--- src/hw/rtl/lse_pkg.sv ---
// Shared constants and types of the luma Sobel energy block.
// No dependencies; used by lse_isqrt, the top level, the checker and the bench.
package lse_pkg;

  localparam int MAX_WIDTH_DEF = 1024;
  localparam int MAX_HEIGHT    = 4096;

  localparam int FW_W       = 11;
  localparam int FH_W       = 13;
  localparam int CFG_DATA_W = 13;
  localparam int FW_RESET   = 640;
  localparam int FH_RESET   = 480;

  localparam int PIX_W      = 8;
  localparam int IN_DATA_W  = 24;
  localparam int OUT_DATA_W = 16;

  // Fixed-point luma weights for 0.3, 0.59 and 0.11, scaled by 256.
  localparam int LUMA_R = 77;
  localparam int LUMA_G = 151;
  localparam int LUMA_B = 28;

  localparam int GRAD_W     = 11;
  localparam int SQ_W       = 20;
  localparam int ENERGY_W   = 11;
  localparam int ENERGY_MAX = 1442;
  localparam int ROOT_W     = 11;
  localparam int RAD_W      = 2 * ROOT_W;
  localparam int REM_W      = ROOT_W + 3;

  typedef enum logic [0:0] {
    CFG_FRAME_WIDTH  = 1'b0,
    CFG_FRAME_HEIGHT = 1'b1
  } cfg_reg_e;

  typedef struct packed {
    logic valid;
    logic last;
  } sq_tag_t;

  typedef struct packed {
    logic first_col;
    logic last_col;
    logic first_row;
    logic last_row;
    logic frame_last;
  } edge_flags_t;

  typedef struct packed {
    logic [PIX_W-1:0] top;
    logic [PIX_W-1:0] mid;
    logic [PIX_W-1:0] bot;
  } tap_col_t;

endpackage

--- src/hw/rtl/lse_isqrt.sv ---
// Pipelined integer square root, one result bit per stage, common stall enable.
// Depends on lse_pkg for widths and the tag type.
module lse_isqrt (
  input  logic                          clk,
  input  logic                          rst,
  input  logic                          en,
  input  lse_pkg::sq_tag_t              in_tag,
  input  logic [lse_pkg::RAD_W-1:0]     in_rad,
  output lse_pkg::sq_tag_t              out_tag,
  output logic [lse_pkg::ROOT_W-1:0]    out_root
);

  localparam int STAGES = lse_pkg::ROOT_W;

  lse_pkg::sq_tag_t                 tag  [STAGES+1];
  logic [lse_pkg::RAD_W-1:0]        rad  [STAGES+1];
  logic [lse_pkg::REM_W-1:0]        rem  [STAGES+1];
  logic [lse_pkg::ROOT_W-1:0]       root [STAGES+1];

  assign tag[0]  = in_tag;
  assign rad[0]  = in_rad;
  assign rem[0]  = '0;
  assign root[0] = '0;

  for (genvar i = 0; i < STAGES; i++) begin : g_stage
    logic [lse_pkg::REM_W-1:0]  rem_sh;
    logic [lse_pkg::REM_W-1:0]  trial;
    logic [lse_pkg::REM_W-1:0]  rem_next;
    logic [lse_pkg::ROOT_W-1:0] root_next;

    // Bring down the next two radicand bits and try 4*root+1.
    always_comb begin
      rem_sh = {rem[i][lse_pkg::REM_W-3:0], rad[i][lse_pkg::RAD_W-1 -: 2]};
      trial  = lse_pkg::REM_W'({root[i], 2'b01});
      if (rem_sh >= trial) begin
        rem_next  = rem_sh - trial;
        root_next = {root[i][lse_pkg::ROOT_W-2:0], 1'b1};
      end else begin
        rem_next  = rem_sh;
        root_next = {root[i][lse_pkg::ROOT_W-2:0], 1'b0};
      end
    end

    always_ff @(posedge clk) begin
      if (rst) begin
        tag[i+1].valid <= 1'b0;
      end else if (en) begin
        tag[i+1].valid <= tag[i].valid;
      end
    end

    always_ff @(posedge clk) begin
      if (en) begin
        tag[i+1].last <= tag[i].last;
        rad[i+1]      <= rad[i] << 2;
        rem[i+1]      <= rem_next;
        root[i+1]     <= root_next;
      end
    end
  end

  assign out_tag  = tag[STAGES];
  assign out_root = root[STAGES];

endmodule

--- config.mk ---
export PLATFORM = sky130hd
export DESIGN_NAME = lse_isqrt
export DESIGN_NICKNAME = d
export VERILOG_FILES = /design/src/hw/rtl/lse_pkg.sv /design/src/hw/rtl/lse_isqrt.sv
export SDC_FILE = /design/constraint.sdc
export NUM_CORES = 1
export LEC_CHECK = 0
export BUFFER_PORTS_ARGS = -buffer_cell sky130_fd_sc_hd__buf_2
export CAP_MARGIN = 25
export CORE_UTILIZATION = 55
export DETAILED_ROUTE_END_ITERATION = 16
export HOLD_SLACK_MARGIN = 0.02
export PLACE_DENSITY = 0.79
export SKIP_CTS_REPAIR_TIMING = 1
export SLEW_MARGIN = 20
export SYNTH_ARGS = -nofsm -noshare
export SYNTH_HDL_FRONTEND = slang
export SYNTH_SLANG_ARGS = --single-unit
--- constraint.sdc ---
create_clock -name clk -period 2.7 [get_ports clk]
set_clock_uncertainty 0.1 [all_clocks]
set_input_delay 0.27 -clock clk [delete_from_list [all_inputs] [get_ports clk]]
set_output_delay 0.27 -clock clk [all_outputs]
set_load 0.005 [all_outputs]
; ---- Word-level counts from Yosys, hierarchy flattened
; Cells that the tools add are included.
[classes]
mux = 21
magnitude_cmp = 11
add_sub_neg = 10
[ops]
columns = operator, n
row1 = two-way mux 12 bit, 9
row2 = greater-or-equal comparator 14 x 10 -> 1 bit, 1
row3 = greater-or-equal comparator 14 x 11 -> 1 bit, 1
row4 = greater-or-equal comparator 14 x 12 -> 1 bit, 1
row5 = greater-or-equal comparator 14 x 3 -> 1 bit, 1
row6 = greater-or-equal comparator 14 x 4 -> 1 bit, 1
row7 = greater-or-equal comparator 14 x 5 -> 1 bit, 1
row8 = greater-or-equal comparator 14 x 6 -> 1 bit, 1
row9 = greater-or-equal comparator 14 x 7 -> 1 bit, 1
row10 = greater-or-equal comparator 14 x 8 -> 1 bit, 1
row11 = greater-or-equal comparator 14 x 9 -> 1 bit, 1
row12 = subtractor 12 x 10 -> 12 bit, 1
row13 = subtractor 12 x 11 -> 12 bit, 1
row14 = subtractor 12 x 3 -> 12 bit, 1
row15 = subtractor 12 x 4 -> 12 bit, 1
row16 = subtractor 12 x 5 -> 12 bit, 1
row17 = subtractor 12 x 6 -> 12 bit, 1
row18 = subtractor 12 x 7 -> 12 bit, 1
row19 = subtractor 12 x 8 -> 12 bit, 1
row20 = subtractor 12 x 9 -> 12 bit, 1
row21 = two-way mux 1 bit, 11
row22 = "subtractor 2 x 1 -> 3 bit, second input constant", 1
row23 = "greater-or-equal comparator 2 x 1 -> 1 bit, second input constant", 1
row24 = two-way mux 2 bit, 1
[word_totals]
ff_bits = 309
inputBits = 27
word_cells = 96

; ---- Depth between registers and ports, before layout
[logic_depth]
depth_word = 2
ltp_mapped = 10
mapped_depth_nobuf = 9

; ---- Worst setup path before layout
; No wires, ideal clock.
[synth_timing]
path_kind = flip-flop to flip-flop
from = reg rem, in the netlist g_stage[9].rem_sh[10]
to = reg rem, in the netlist g_stage[10].rem_sh[10] (data pin)
synth_period_minus_slack_ns = 2.641
required_time_ns = 2.340
arrival_ns = 2.281
stages_incl_launch_ff = 7
slack_ns = 0.059
path_cell_list = edfxtp_1 > ha_1 > or4_4 > or4_1 > o22a_2 > buf_6 > mux2_4
[synth_via]
elab_chain_cells = 2
[synth_rtl]
columns = item, line
row1 = "start, declared", lse_isqrt.sv:17  ; logic [lse_pkg::REM_W-1:0] rem [STAGES+1];
row2 = "start signal, assigned by index", lse_isqrt.sv:56  ; rem[i+1] <= rem_next;
row3 = greater-or-equal comparator 14 x 11 -> 1 bit, lse_isqrt.sv:35  ; if (rem_sh >= trial) begin
row4 = two-way mux 12 bit, lse_isqrt.sv:35
row5 = named net g_stage[9].rem_next (one bit), lse_isqrt.sv:28  ; logic [lse_pkg::REM_W-1:0] rem_next;
; The timed path passes the listed nets, and every way through them passes these cells.
; A chain may end at the register's enable or synchronous reset.

; ---- Worst setup path after layout
[layout_timing]
from = reg rem, in the netlist g_stage[9].rem_sh[10]
to = reg rem, in the netlist g_stage[10].rem_sh[8] (data pin)
; Same word-level chain as after synthesis.

==> metrics.md <==
| Metric | Value |
|---|---|
| Status | finished, final reports clean |
| First-pass GRT wire length | 36500 um |
| Fraction of layout instances using a drive strength above 1 | 13.1% |
| Avg WL per Cell | 15.3 um |
| Drt pass-1 iters | 5 |
| Crit Path Max Fanout | 14 |
| # rows | 57 |
| Longest Clk Path Bufs | 3 |
| Gr usage total | 17.5% |
| Fin nets | 1202 |
| WL met1 | 8080 um |
| Clk pwr share | 36.6% |
| Root Buffer | clkbuf_16 |
| Hold Path Sink | g_stage[1].rem_sh[4]$_SDFFCE_PN0P_ |
| Top-area cell type share of the netlist area | 64.9% |
| DR top layer | met4 |
| Peak VDD IR | 0.584 mV |
| Via-to-Cell Ratio | 5.42 |
| Seq pwr share | 50.2% |
| CP Class | reg2reg |
| Final Max Slew Viols | 0 |
| Routed wl met2 | 12500 um |
| Core box area | 24400 um2 |
| Detailed-route via count | 7851 |
| Initial antenna violation count | 0 |
| Slowest-stage cell, CP | or4_4 |
| Synth Area per Inst | 13.9 um2 |
| Placed cell count | 1364 |
| CTS tree | yes |
| Final wirelength | 22100 um |
| Die X | 160 um |
| Yosys top cell by area | edfxtp_1 |
| Number of CTS-inserted buffers | 31 |
| Max Fclk | 383 MHz |
| Flops & latches, synth | 307 |
| Final setup fails | 0 |
| Final core occ | 65.0% |
| Switching Share | 23.2% |
| Synth top cells by count | edfxtp_1, inv_1, ha_1, nor2_1, a21oi_1 |
| Post-Syn Instances | 987 |
| Clock insertion delay at the later pin of the skew report | 0.55 ns |
| Post-synth ARST share | 0% |
| Slew at the pin closest to its max-slew limit | 0.505 ns |
| Port bufs | 39 |
| H-Tree Depth | 1 |
| Cell Chain, Critical Path | ha_2 > or4_4 > or4_1 > o22a_4 > mux2_4 |
| Vias in the first global route | 8011 |
| DIE HEIGHT | 160 um |
| Setup crit end kind | register |
| RSZ-0062 raised after global routing | true |
| Final cell count without fillers | 1449 |
| Ant. Diodes | 0 |
| Hold/Removal Path Class | in2reg |
| Die ar. | 25500 um2 |
| DP HPWL | 14700 um |
| DRC | 0 |
| Area grow syn2layout | 15.8% |
| NetSw | 2.78 mW |
| Hold Crit Start | en |
| Rel. slew slack | 65.4% |
| Initial Utilization | 56.1% |
| Post-synth EDFFs | 296 |
| Reg-to-reg setup timing slack | 0.09 ns |
| Power Internal | 9.24 mW |
| Worst-path clk slew | 0.06 ns |
| Worst r2r src | g_stage[9].rem_sh[10]$_DFFE_PP_ |
| Period minus WS final | 2.61 ns |
| Sequential-to-total area share from yosys stat | 66.5% |
| Slowest cell delay on critical path | 0.53 ns |
| Top Ports | 40 |
| Antenna Violating Nets Remaining | 0 |
| Max-Cap Viols | 0 |
| Yosys cell types | 65 |
| Worst R2R End | g_stage[10].rem_sh[8]$_DFFE_PP_ |
| Leak Pwr | 6.25 nW |
| Top post-synthesis cells by area | edfxtp_1, ha_1, xor2_1 |
| Iter 0 DRT Violations | 424 |
| Largest net degree at the start of global routing | 65 |
| Met3 WL | 743 um |
| Count of final hold-check violations | 0 |
| Total power divided by cell area | 758 nW/um2 |
| # clock sinks | 307 |
| Commonest register cell after synthesis | edfxtp_1 |
| Hold Slack | 0.0486 ns |
| WP data arrival | 2.82 ns |
| Post-route clock period utilization | 96.8% |
| Synthesized cell area | 13700 um2 |
| Most frequent cell after synthesis | edfxtp_1 |
| Gpl congestion | 0.897 |
| Register-to-Register Path Depth | 5 |
| Syn_nets | 1089 |
| Combinational share of power | 13.3% |
| Cell count of the worst hold path | 1 |
| Fillers | 1740 |
| Global route total overflow | 0 |
| Startpoint Class | register |
| Required time of the critical path | 2.90 ns |
| Yosys Warn Count | 0 |
-- through the flow --
step | setup TNS (ns) | power [mW] | area [um2] | worst slack, ns
6_report | 0 | 12.0 | 15900 | 0.0867
4_1_cts | -0.00613 | 12.1 | 15500 | -0.00605
2_1_floorplan | 0 | 7.19 | 13700 | 0.0587
3_3_place_gp | 0 | 7.58 | 14500 | 0.0504
5_1_grt | -0.0241 | 12.6 | 15900 | -0.0241
3_5_place_dp | -0.0373 | 7.67 | 14500 | -0.0145
-- routing by layer --
metal | track usage (%) | up-vias
met5 | 0 | -
met4 | 7.66 | 0
met3 | 2.86 | 67
met2 | 35.3 | 162
met1 | 17.2 | 3715
li1 | - | 3907
-- worst max-delay path by stage --
| stage | end | depth (start not counted) | from | slack [ns] |
|---|---|---|---|---|
| after CTS | g_stage[10].rem_sh[8]$_DFFE_PP_ | 5 | g_stage[9].rem_sh[10]$_DFFE_PP_ | -0.006 |
| final | g_stage[10].rem_sh[8]$_DFFE_PP_ | 5 | g_stage[9].rem_sh[10]$_DFFE_PP_ | 0.09 |
| after global placement | g_stage[10].rem_sh[7]$_DFFE_PP_ | 5 | g_stage[9].rem_sh[10]$_DFFE_PP_ | 0.05 |
| after floorplan | g_stage[10].rem_sh[10]$_DFFE_PP_ | 6 | g_stage[9].rem_sh[10]$_DFFE_PP_ | 0.06 |
| after detailed placement | g_stage[10].rem_sh[8]$_DFFE_PP_ | 5 | g_stage[9].rem_sh[10]$_DFFE_PP_ | -0.01 |
| after global routing | g_stage[10].rem_sh[11]$_DFFE_PP_ | 7 | g_stage[9].rem_sh[2]$_DFFE_PP_ | -0.02 |
-- cells in the final DEF (no fill, tap or decap), drive strengths merged, types with 29 or more instances in the layout --
cell    Yosys  layout
xnor2      30      30
o21ai      45      45
a21oi      51      51
ha         75      75
xor2       41      41
clkbuf      9      36
nor2       70      70
nand2      36      36
edfxtp    296     296
inv        86      87
nor3       29      29
buf         4      66
-- final cells by class --
cell class	instances	area (um2)	share of cell area [%]
timing repair buffer	93	728	4.59
clock inverter	22	262	1.65
inverter	86	323	2.04
tap	324	405	2.56
sequential	307	9110	57.4
clock buffer	36	795	5.01
multi-input combinational	581	4240	26.7
-- logic make-up after synthesis --
group	after synthesis	share of synthesized area [%]
AO/OA/AOI/OAI	176	8.27
XOR/XNOR	71	4.54
adder cells (fa/ha/maj)	75	6.85
buffers and inverters	99	2.82
flip-flops	307	66.5
multiplexers	31	2.51
other	1	0.0274
AND/OR/NAND/NOR	227	8.46
-- sequential cells by signal, summed over array words and instances, names as in the netlist --
name	flops
g_stage.rem_sh	129
rad	90
g_stage.trial	55
tag	20
out_root	11
out_tag	2
-- power by group through the flow --
stage	Sequential, mW	Clock [mW]	Combinational [mW]
after floorplan	6.06	0	1.13
after global placement	6.10	0	1.48
after detailed placement	6.13	0	1.54
after CTS	6.04	4.49	1.56
after global routing	6.08	4.69	1.79
final	6.03	4.40	1.59
-- worst max-delay path: cells and delay by family, from the launching register on --
kind / cells / cell delay, ns
simple gates: 2 / 1.02
mux: 1 / 0.32
compound gates: 1 / 0.29
fa+ha+maj: 1 / 0.22
flops: 1 / 0.42
Note: power is estimated with default switching activity, not from simulation.
